`config.mk`:
```
export PLATFORM = sky130hd
export DESIGN_NAME = modular_exponentiation_flat
export DESIGN_NICKNAME = d
export VERILOG_FILES = /design/src/mexp_pkg.sv /design/src/mexp_if.sv /design/src/mexp_datapath.sv /design/src/mexp_ctrl.sv /design/src/modular_exponentiation.sv /design/src/flat_wrapper.sv
export SDC_FILE = /design/constraint.sdc
export NUM_CORES = 1
export LEC_CHECK = 0
export CORE_UTILIZATION = 62
export CTS_CLUSTER_DIAMETER = 80
export DETAILED_ROUTE_END_ITERATION = 10
export DONT_BUFFER_PORTS = 1
export PLACE_DENSITY = 0.79
export SYNTH_ARGS = -nofsm -noshare
export SYNTH_HDL_FRONTEND = slang
export SYNTH_SLANG_ARGS = --single-unit
```
`constraint.sdc`:
```
create_clock -name clk -period 13.29 [get_ports clk]
set_input_delay 1.9935 -clock clk [delete_from_list [all_inputs] [get_ports clk]]
set_output_delay 1.9935 -clock clk [all_outputs]
set_load 0.02 [all_outputs]
```
`src/mexp_pkg.sv`:
```
// Package for the modular exponentiation block.
// Holds the default operand width, the field widths and the result kind codes; no dependencies.
package mexp_pkg;
    localparam int WIDTH_DEF = 32;
    localparam int FIELD_W   = 32;

    localparam logic [1:0] KIND_NORMAL = 2'd0;
    localparam logic [1:0] KIND_ERROR  = 2'd1;
    localparam logic [1:0] KIND_ONE    = 2'd2;
endpackage

```
`src/mexp_if.sv`:
```
// Valid/ready channel carrying the exponentiation request and result words.
// Depends on mexp_pkg for field widths.
interface mexp_in_if;
    logic                        valid;
    logic                        ready;
    logic [mexp_pkg::FIELD_W-1:0] base;
    logic [mexp_pkg::FIELD_W-1:0] exponent;
    logic [mexp_pkg::FIELD_W-1:0] modulus;
    modport source (output valid, base, exponent, modulus, input ready);
    modport sink   (input valid, base, exponent, modulus, output ready);
endinterface

interface mexp_out_if;
    logic                        valid;
    logic                        ready;
    logic [mexp_pkg::FIELD_W-1:0] value;
    logic                        zero_modulus_error;
    modport source (output valid, value, zero_modulus_error, input ready);
    modport sink   (input valid, value, zero_modulus_error, output ready);
endinterface

```
`src/mexp_datapath.sv`:
```
// Datapath: operand registers, bit-serial modular multiplier, result register.
// Depends on mexp_pkg; driven by mexp_ctrl through command signals.
module mexp_datapath #(
    parameter int WIDTH = mexp_pkg::WIDTH_DEF
) (
    input  logic                         clk,
    input  logic [mexp_pkg::FIELD_W-1:0] in_base,
    input  logic [mexp_pkg::FIELD_W-1:0] in_exponent,
    input  logic [mexp_pkg::FIELD_W-1:0] in_modulus,
    input  logic                         load,      // capture operands
    input  logic                         red_step,  // one step of base reduction
    input  logic                         b_fold,    // copy reduced base from acc into b
    input  logic                         mul_start, // start product; sel picks r or b
    input  logic                         mul_sel_b,
    input  logic                         mul_step,
    input  logic                         mul_done,  // write acc into r
    input  logic [$clog2(WIDTH)-1:0]     ebit,
    output logic                         m_zero,
    output logic                         e_zero,
    output logic                         e_bit,
    output logic [mexp_pkg::FIELD_W-1:0] r_out
);
    localparam int IW = mexp_pkg::FIELD_W < WIDTH ? mexp_pkg::FIELD_W : WIDTH;

    logic [WIDTH-1:0] b_reg, e_reg, m_reg, r_reg, acc_reg, mb_reg, a_reg;
    logic [WIDTH-1:0] ac2, acs, one_m;

    assign m_zero = (m_reg == '0);
    assign e_zero = (e_reg == '0);
    assign e_bit  = e_reg[ebit];
    assign r_out  = mexp_pkg::FIELD_W'(r_reg);
    assign one_m  = (m_reg == WIDTH'(1)) ? '0 : WIDTH'(1);

    function automatic logic [WIDTH-1:0] add_mod(input logic [WIDTH-1:0] a,
                                                 input logic [WIDTH-1:0] b,
                                                 input logic [WIDTH-1:0] m);
        logic [WIDTH-1:0] room;
        room = m - b;
        add_mod = (a >= room) ? a - room : a + b;
    endfunction

    assign ac2 = add_mod(acc_reg, acc_reg, m_reg);
    assign acs = mb_reg[WIDTH-1] ? add_mod(ac2, a_reg, m_reg) : ac2;

    always_ff @(posedge clk)
    begin
        if (load)
        begin
            b_reg   <= WIDTH'(in_base[IW-1:0]);
            e_reg   <= WIDTH'(in_exponent[IW-1:0]);
            m_reg   <= WIDTH'(in_modulus[IW-1:0]);
            // r starts at 1 mod m
            r_reg   <= (WIDTH'(in_modulus[IW-1:0]) == WIDTH'(1)) ? '0 : WIDTH'(1);
            acc_reg <= '0;
            mb_reg  <= WIDTH'(in_base[IW-1:0]);
        end
        else if (red_step)
        begin
            // shift the base in MSB first, reducing at every step
            acc_reg <= mb_reg[WIDTH-1] ? add_mod(ac2, one_m, m_reg) : ac2;
            mb_reg  <= {mb_reg[WIDTH-2:0], 1'b0};
        end
        else if (b_fold)
        begin
            b_reg <= acc_reg;
        end
        else if (mul_start)
        begin
            acc_reg <= '0;
            a_reg   <= mul_sel_b ? b_reg : r_reg;
            mb_reg  <= r_reg;
        end
        else if (mul_step)
        begin
            acc_reg <= acs;
            mb_reg  <= {mb_reg[WIDTH-2:0], 1'b0};
        end
        else if (mul_done)
        begin
            r_reg <= acc_reg;
        end
    end
endmodule

```
`src/mexp_ctrl.sv`:
```
// Controller: sequences base reduction and square/multiply passes.
// Depends on mexp_pkg; commands mexp_datapath.
module mexp_ctrl #(
    parameter int WIDTH = mexp_pkg::WIDTH_DEF
) (
    input  logic                     clk,
    input  logic                     rst_n,
    input  logic                     in_valid,
    output logic                     in_ready,
    output logic                     out_valid,
    input  logic                     out_ready,
    input  logic                     m_zero,
    input  logic                     e_zero,
    input  logic                     e_bit,
    output logic                     load,
    output logic                     red_step,
    output logic                     b_fold,
    output logic                     mul_start,
    output logic                     mul_sel_b,
    output logic                     mul_step,
    output logic                     mul_done,
    output logic [$clog2(WIDTH)-1:0] ebit,
    output logic [1:0]               kind      // result kind code from mexp_pkg
);
    localparam int CW = $clog2(WIDTH);
    localparam logic [2:0] S_IDLE = 3'd0, S_CHECK = 3'd1, S_RED = 3'd2,
                           S_FOLD = 3'd3, S_MSTART = 3'd4, S_MSTEP = 3'd5,
                           S_MDONE = 3'd6, S_OUT = 3'd7;

    logic [2:0]    state_reg;
    logic [CW-1:0] bit_reg;
    logic [CW-1:0] cnt_reg;
    logic          phase_reg;  // 0 square, 1 multiply
    logic [1:0]    kind_reg;

    assign in_ready  = (state_reg == S_IDLE);
    assign out_valid = (state_reg == S_OUT);
    assign load      = in_valid && in_ready;
    assign red_step  = (state_reg == S_RED);
    assign b_fold    = (state_reg == S_FOLD);
    assign mul_start = (state_reg == S_MSTART);
    assign mul_sel_b = phase_reg;
    assign mul_step  = (state_reg == S_MSTEP);
    assign mul_done  = (state_reg == S_MDONE);
    assign ebit      = bit_reg;
    assign kind      = kind_reg;

    always_ff @(posedge clk or negedge rst_n)
    begin
        if (!rst_n)
        begin
            state_reg <= S_IDLE;
            bit_reg   <= '0;
            cnt_reg   <= '0;
            phase_reg <= 1'b0;
            kind_reg  <= mexp_pkg::KIND_NORMAL;
        end
        else
        begin
            case (state_reg)
                S_IDLE:
                    if (load)
                        state_reg <= S_CHECK;
                S_CHECK:
                begin
                    kind_reg <= m_zero ? mexp_pkg::KIND_ERROR :
                                (e_zero ? mexp_pkg::KIND_ONE : mexp_pkg::KIND_NORMAL);
                    cnt_reg   <= CW'(WIDTH - 1);
                    bit_reg   <= CW'(WIDTH - 1);
                    phase_reg <= 1'b0;
                    state_reg <= (m_zero || e_zero) ? S_OUT : S_RED;
                end
                S_RED:
                begin
                    // base mod m builds up in acc
                    cnt_reg <= cnt_reg - 1'b1;
                    if (cnt_reg == '0)
                        state_reg <= S_FOLD;
                end
                S_FOLD:
                    state_reg <= S_MSTART;
                S_MSTART:
                begin
                    cnt_reg   <= CW'(WIDTH - 1);
                    state_reg <= S_MSTEP;
                end
                S_MSTEP:
                begin
                    cnt_reg <= cnt_reg - 1'b1;
                    if (cnt_reg == '0)
                        state_reg <= S_MDONE;
                end
                S_MDONE:
                begin
                    if (!phase_reg && e_bit)
                    begin
                        // square done and exponent bit set: multiply by base
                        phase_reg <= 1'b1;
                        state_reg <= S_MSTART;
                    end
                    else if (bit_reg == '0)
                        state_reg <= S_OUT;
                    else
                    begin
                        bit_reg   <= bit_reg - 1'b1;
                        phase_reg <= 1'b0;
                        state_reg <= S_MSTART;
                    end
                end
                S_OUT:
                    if (out_ready)
                        state_reg <= S_IDLE;
                default:
                    state_reg <= S_IDLE;
            endcase
        end
    end

    assert property (@(posedge clk) disable iff (!rst_n)
        out_valid && !out_ready |=> out_valid)
        else $error("result dropped while stalled");
    assert property (@(posedge clk) disable iff (!rst_n)
        load |=> state_reg == S_CHECK)
        else $error("accepted word did not start check");
    assert property (@(posedge clk) disable iff (!rst_n)
        !(in_ready && out_valid))
        else $error("input and output open together");
endmodule

```
`src/modular_exponentiation.sv`:
```
// Modular exponentiation by square-and-multiply, one item at a time.
// A zero modulus or zero exponent goes straight to the result; otherwise the block first reduces
// the base, then runs WIDTH squares plus one multiply per set exponent bit on the bit-serial
// modular multiplier (one product bit per cycle). A new item is taken only after the result is
// accepted. rst_n clears control asynchronously; no clearing pass.
module modular_exponentiation #(
    parameter int WIDTH = mexp_pkg::WIDTH_DEF
) (
    input logic      clk,
    input logic      rst_n,
    mexp_in_if.sink  in_ch,
    mexp_out_if.source out_ch
);
    logic m_zero, e_zero, e_bit, load, red_step, mul_start, mul_sel_b, mul_step;
    logic mul_done, b_fold;
    logic [$clog2(WIDTH)-1:0] ebit;
    logic [1:0] kind;
    logic [mexp_pkg::FIELD_W-1:0] r_out;

    mexp_ctrl #(.WIDTH(WIDTH)) u_ctrl (
        .clk, .rst_n, .in_valid(in_ch.valid), .in_ready(in_ch.ready),
        .out_valid(out_ch.valid), .out_ready(out_ch.ready),
        .m_zero, .e_zero, .e_bit, .load, .red_step, .b_fold, .mul_start, .mul_sel_b,
        .mul_step, .mul_done, .ebit, .kind);

    mexp_datapath #(.WIDTH(WIDTH)) u_dp (
        .clk, .in_base(in_ch.base), .in_exponent(in_ch.exponent),
        .in_modulus(in_ch.modulus), .load, .red_step, .b_fold, .mul_start, .mul_sel_b,
        .mul_step, .mul_done, .ebit, .m_zero, .e_zero, .e_bit, .r_out);

    assign out_ch.value = (kind == mexp_pkg::KIND_ERROR) ? '0 :
                          (kind == mexp_pkg::KIND_ONE) ? mexp_pkg::FIELD_W'(1) : r_out;
    assign out_ch.zero_modulus_error = (kind == mexp_pkg::KIND_ERROR);
endmodule

```
`src/flat_wrapper.sv`:
```
// flat-port wrapper written by rule: the top's interface ports become plain ports
module modular_exponentiation_flat 
#(
    parameter int WIDTH = mexp_pkg::WIDTH_DEF
)
  (clk, rst_n, in_ch_valid, in_ch_base, in_ch_exponent, in_ch_modulus, in_ch_ready, out_ch_valid, out_ch_value, out_ch_zero_modulus_error, out_ch_ready);
  mexp_in_if in_ch_i ();
  mexp_out_if out_ch_i ();
  input logic clk;
  input logic rst_n;
  input wire logic [$bits(in_ch_i.valid)-1:0] in_ch_valid;
  input wire logic [$bits(in_ch_i.base)-1:0] in_ch_base;
  input wire logic [$bits(in_ch_i.exponent)-1:0] in_ch_exponent;
  input wire logic [$bits(in_ch_i.modulus)-1:0] in_ch_modulus;
  output wire logic [$bits(in_ch_i.ready)-1:0] in_ch_ready;
  output wire logic [$bits(out_ch_i.valid)-1:0] out_ch_valid;
  output wire logic [$bits(out_ch_i.value)-1:0] out_ch_value;
  output wire logic [$bits(out_ch_i.zero_modulus_error)-1:0] out_ch_zero_modulus_error;
  input wire logic [$bits(out_ch_i.ready)-1:0] out_ch_ready;
  assign in_ch_i.valid = in_ch_valid;
  assign in_ch_i.base = in_ch_base;
  assign in_ch_i.exponent = in_ch_exponent;
  assign in_ch_i.modulus = in_ch_modulus;
  assign in_ch_ready = in_ch_i.ready;
  assign out_ch_valid = out_ch_i.valid;
  assign out_ch_value = out_ch_i.value;
  assign out_ch_zero_modulus_error = out_ch_i.zero_modulus_error;
  assign out_ch_i.ready = out_ch_ready;
  modular_exponentiation #(.WIDTH(WIDTH)) u_core (.clk(clk), .rst_n(rst_n), .in_ch(in_ch_i), .out_ch(out_ch_i));
endmodule
```
==> results_dict.tcl <==
set metrics [dict create \
    clk_latency_ns 0.60 \
    avgSynthCellArea_um2 8.56 \
    maxCapViolCount 0 \
    clockRootBuffer "clkbuf_16" \
    yosys_warnings 0 \
    outcome "complete, no violations" \
    cts_num_sinks 240 \
    path_max_fanout 35 \
    synth-seq-cells 240 \
    area_growth_pct 6.67 \
    layout_commonest_cell "nand2_1" \
    cts-buffers-inserted 29 \
    hold_violations 0 \
    drt-initial-drc-count 3086 \
    synth_cell_types 103 \
    grt_pass1_wl_mm 130 \
    cts_tree "built" \
    fin_crit_sh 0.919 \
    final_nets 2925 \
    yosys.area.top_type "edfxtp_1" \
    final_cell_mix "nand2_1 (227), nor2_1 (203), edfxtp_1 (192)" \
    slew_violations 0 \
    globalRouteOverflowTotal 0 \
    instances_no_fill 3128 \
    die-area_um2 37500 \
    port_buffers 0 \
    core_um2 35800 \
    place_congestion 1.05 \
    postCtsSetupBuffers 0 \
    synth_edf_count 192 \
    synth_top_area_share 0.253 \
    vias 22600 \
    netlist_area_um2 22800 \
    arrival_ns 12.63 \
    place_ws_ns 1.62 \
    cts_max_level 1 \
    cts_resized 0 \
    setup_viol 0 \
    finish.utilization 0.678 \
    ant_nets 0 \
    fp.dieH_um 194 \
    max_freq_mhz 81.9 \
    first_pass_iters 7 \
    place_hpwl_mm 67.4 \
    maxSlewHeadroom 0.197 \
    period_needed_ns 12.21 \
    tightest_slew_ns 1.20 \
    avgViaCountPerCell 7.24 \
    hp-class "flip-flop to flip-flop" \
    grt_pass1_vias 21300 \
    endpoint_kind "flip-flop" \
    cpMaxStageDelayCell "a2111oi_0" \
    rrSetupSlack_ns 1.08 \
    fillCellCount 2744 \
    worst_path_largest_cell_delay_ns 0.74 \
    path_clk_slew_ns 0.07 \
    routedWlPerCell_um 28.2 \
    rsz0062_at_grt "false" \
    cp_data_required_time_ns 13.70 \
    wl_mm 88.3 \
    worstSetupPathType "flip-flop to flip-flop" \
    dpl.cell_count 3073 \
    setup_tns_ns 0 \
    cts_hold_buf 0 \
    die_x_um 194 \
    num_io_pins 135 \
    grt_max_degree 79 \
    synthesis.nets 2943 \
    synth-async-reset-ratio 0.0667 \
    grt_usage 0.457 \
    ys_seq_area_frac 0.299 \
    finalWorstSetupSlack_ns 1.08 \
    syn-instance-count 2661 \
    drc 0 \
    drive_above_1_share 0.0720 \
    ys.flop_type "edfxtp_1" \
    clockBufferDepth 3 \
    ys_top_cells_by_area "edfxtp_1 (25%), ha_1 (9.8%), xnor2_1 (5.0%)" \
    rows 69 \
    fin_skew_ns 0.0283 \
    worstSetupStartpointType "flip-flop" \
    start_util 0.635 \
    antenna_found_initial 2 \
]
layer usage:
layer	up-vias	wire, µm	GRT usage
li1	9859	-	-
met1	10600	34100	0.638
met2	1927	36100	0.669
met3	281	14600	0.139
met4	0	3610	0.158
met5	-	0	0
cell type report:
cell class                      count  area, µm²  share of cell area
Multi-Input combinational cell   2156      15000               0.616
Sequential cell                   240       6810               0.280
Clock buffer                       33        741              0.0305
Inverter                          179        677              0.0279
Tap cell                          461        577              0.0237
Timing Repair Buffer               37        290              0.0120
Clock inverter                     21        229             0.00943
Antenna cell                        1       2.50            0.000103
final timing paths:
path                                        startpoint  depth (start not counted)                 endpoint
worst max-delay path            u_core.u_dp.acc_reg[0]                         44  u_core.u_dp.acc_reg[12]
worst min register to register    u_core.u_dp.b_reg[0]                          1     u_core.u_dp.a_reg[0]
worst min-delay path              u_core.u_dp.b_reg[0]                          1     u_core.u_dp.a_reg[0]
max in group asynchronous                        rst_n                          0    u_core.u_ctrl.kind[0]
min in group asynchronous                        rst_n                          0  u_core.u_ctrl.mul_sel_b
worst max register to register  u_core.u_dp.acc_reg[0]                         44  u_core.u_dp.acc_reg[12]
cells in the mapped netlist, types with 9 or more instances:
cell / number
nand2_1: 228
nor2_1: 205
edfxtp_1: 192
a21oi_1: 180
ha_1: 178
inv_1: 178
o21ai_0: 176
xnor2_1: 129
nor3_1: 81
nand3_1: 76
xor2_1: 71
a21o_1: 69
mux2i_1: 63
clkbuf_1: 57
and2_1: 56
nand2b_1: 44
mux2_2: 42
nor4_1: 36
a31oi_1: 35
dfxtp_1: 32
o31ai_1: 28
nor2b_1: 27
a211oi_1: 25
o21a_1: 25
nand4_1: 24
o211ai_1: 24
or3_1: 24
and3_1: 18
or2_2: 18
o21bai_1: 17
dfrtp_1: 16
o21ai_1: 16
buf_2: 15
a22oi_1: 14
and4_1: 14
a221oi_1: 11
maj3_1: 11
o211a_1: 10
a2111oi_0: 9
a211o_1: 9
cells by family after synthesis:
kind of cell | share of synthesized area
simple gates | 0.191
compound gates | 0.228
buf+inv | 0.0460
flops | 0.299
xor+xnor | 0.0769
fa+ha+maj | 0.106
mux | 0.0539
worst max-delay path: cells and delay by family, from the launching register on:
kind	cells	cell delay, ns
AO/OA/AOI/OAI	30	7.59
AND/OR/NAND/NOR	7	1.77
adder cells (fa/ha/maj)	4	1.49
flip-flops	1	0.60
buffers and inverters	2	0.40
XOR/XNOR	1	0.14
through the flow:
step | hold slack, ns | cell area [µm²]
6_report | 0.549 | 24300
3_5_place_dp | 0.534 | 23300
2_1_floorplan | 0.479 | 22800
3_3_place_gp | 0.515 | 23300
5_1_grt | 0.558 | 24300
4_1_cts | 0.540 | 24300
Power is not shown: default switching activity piles up to over one toggle a cycle in this logic, so the estimate is an artifact.
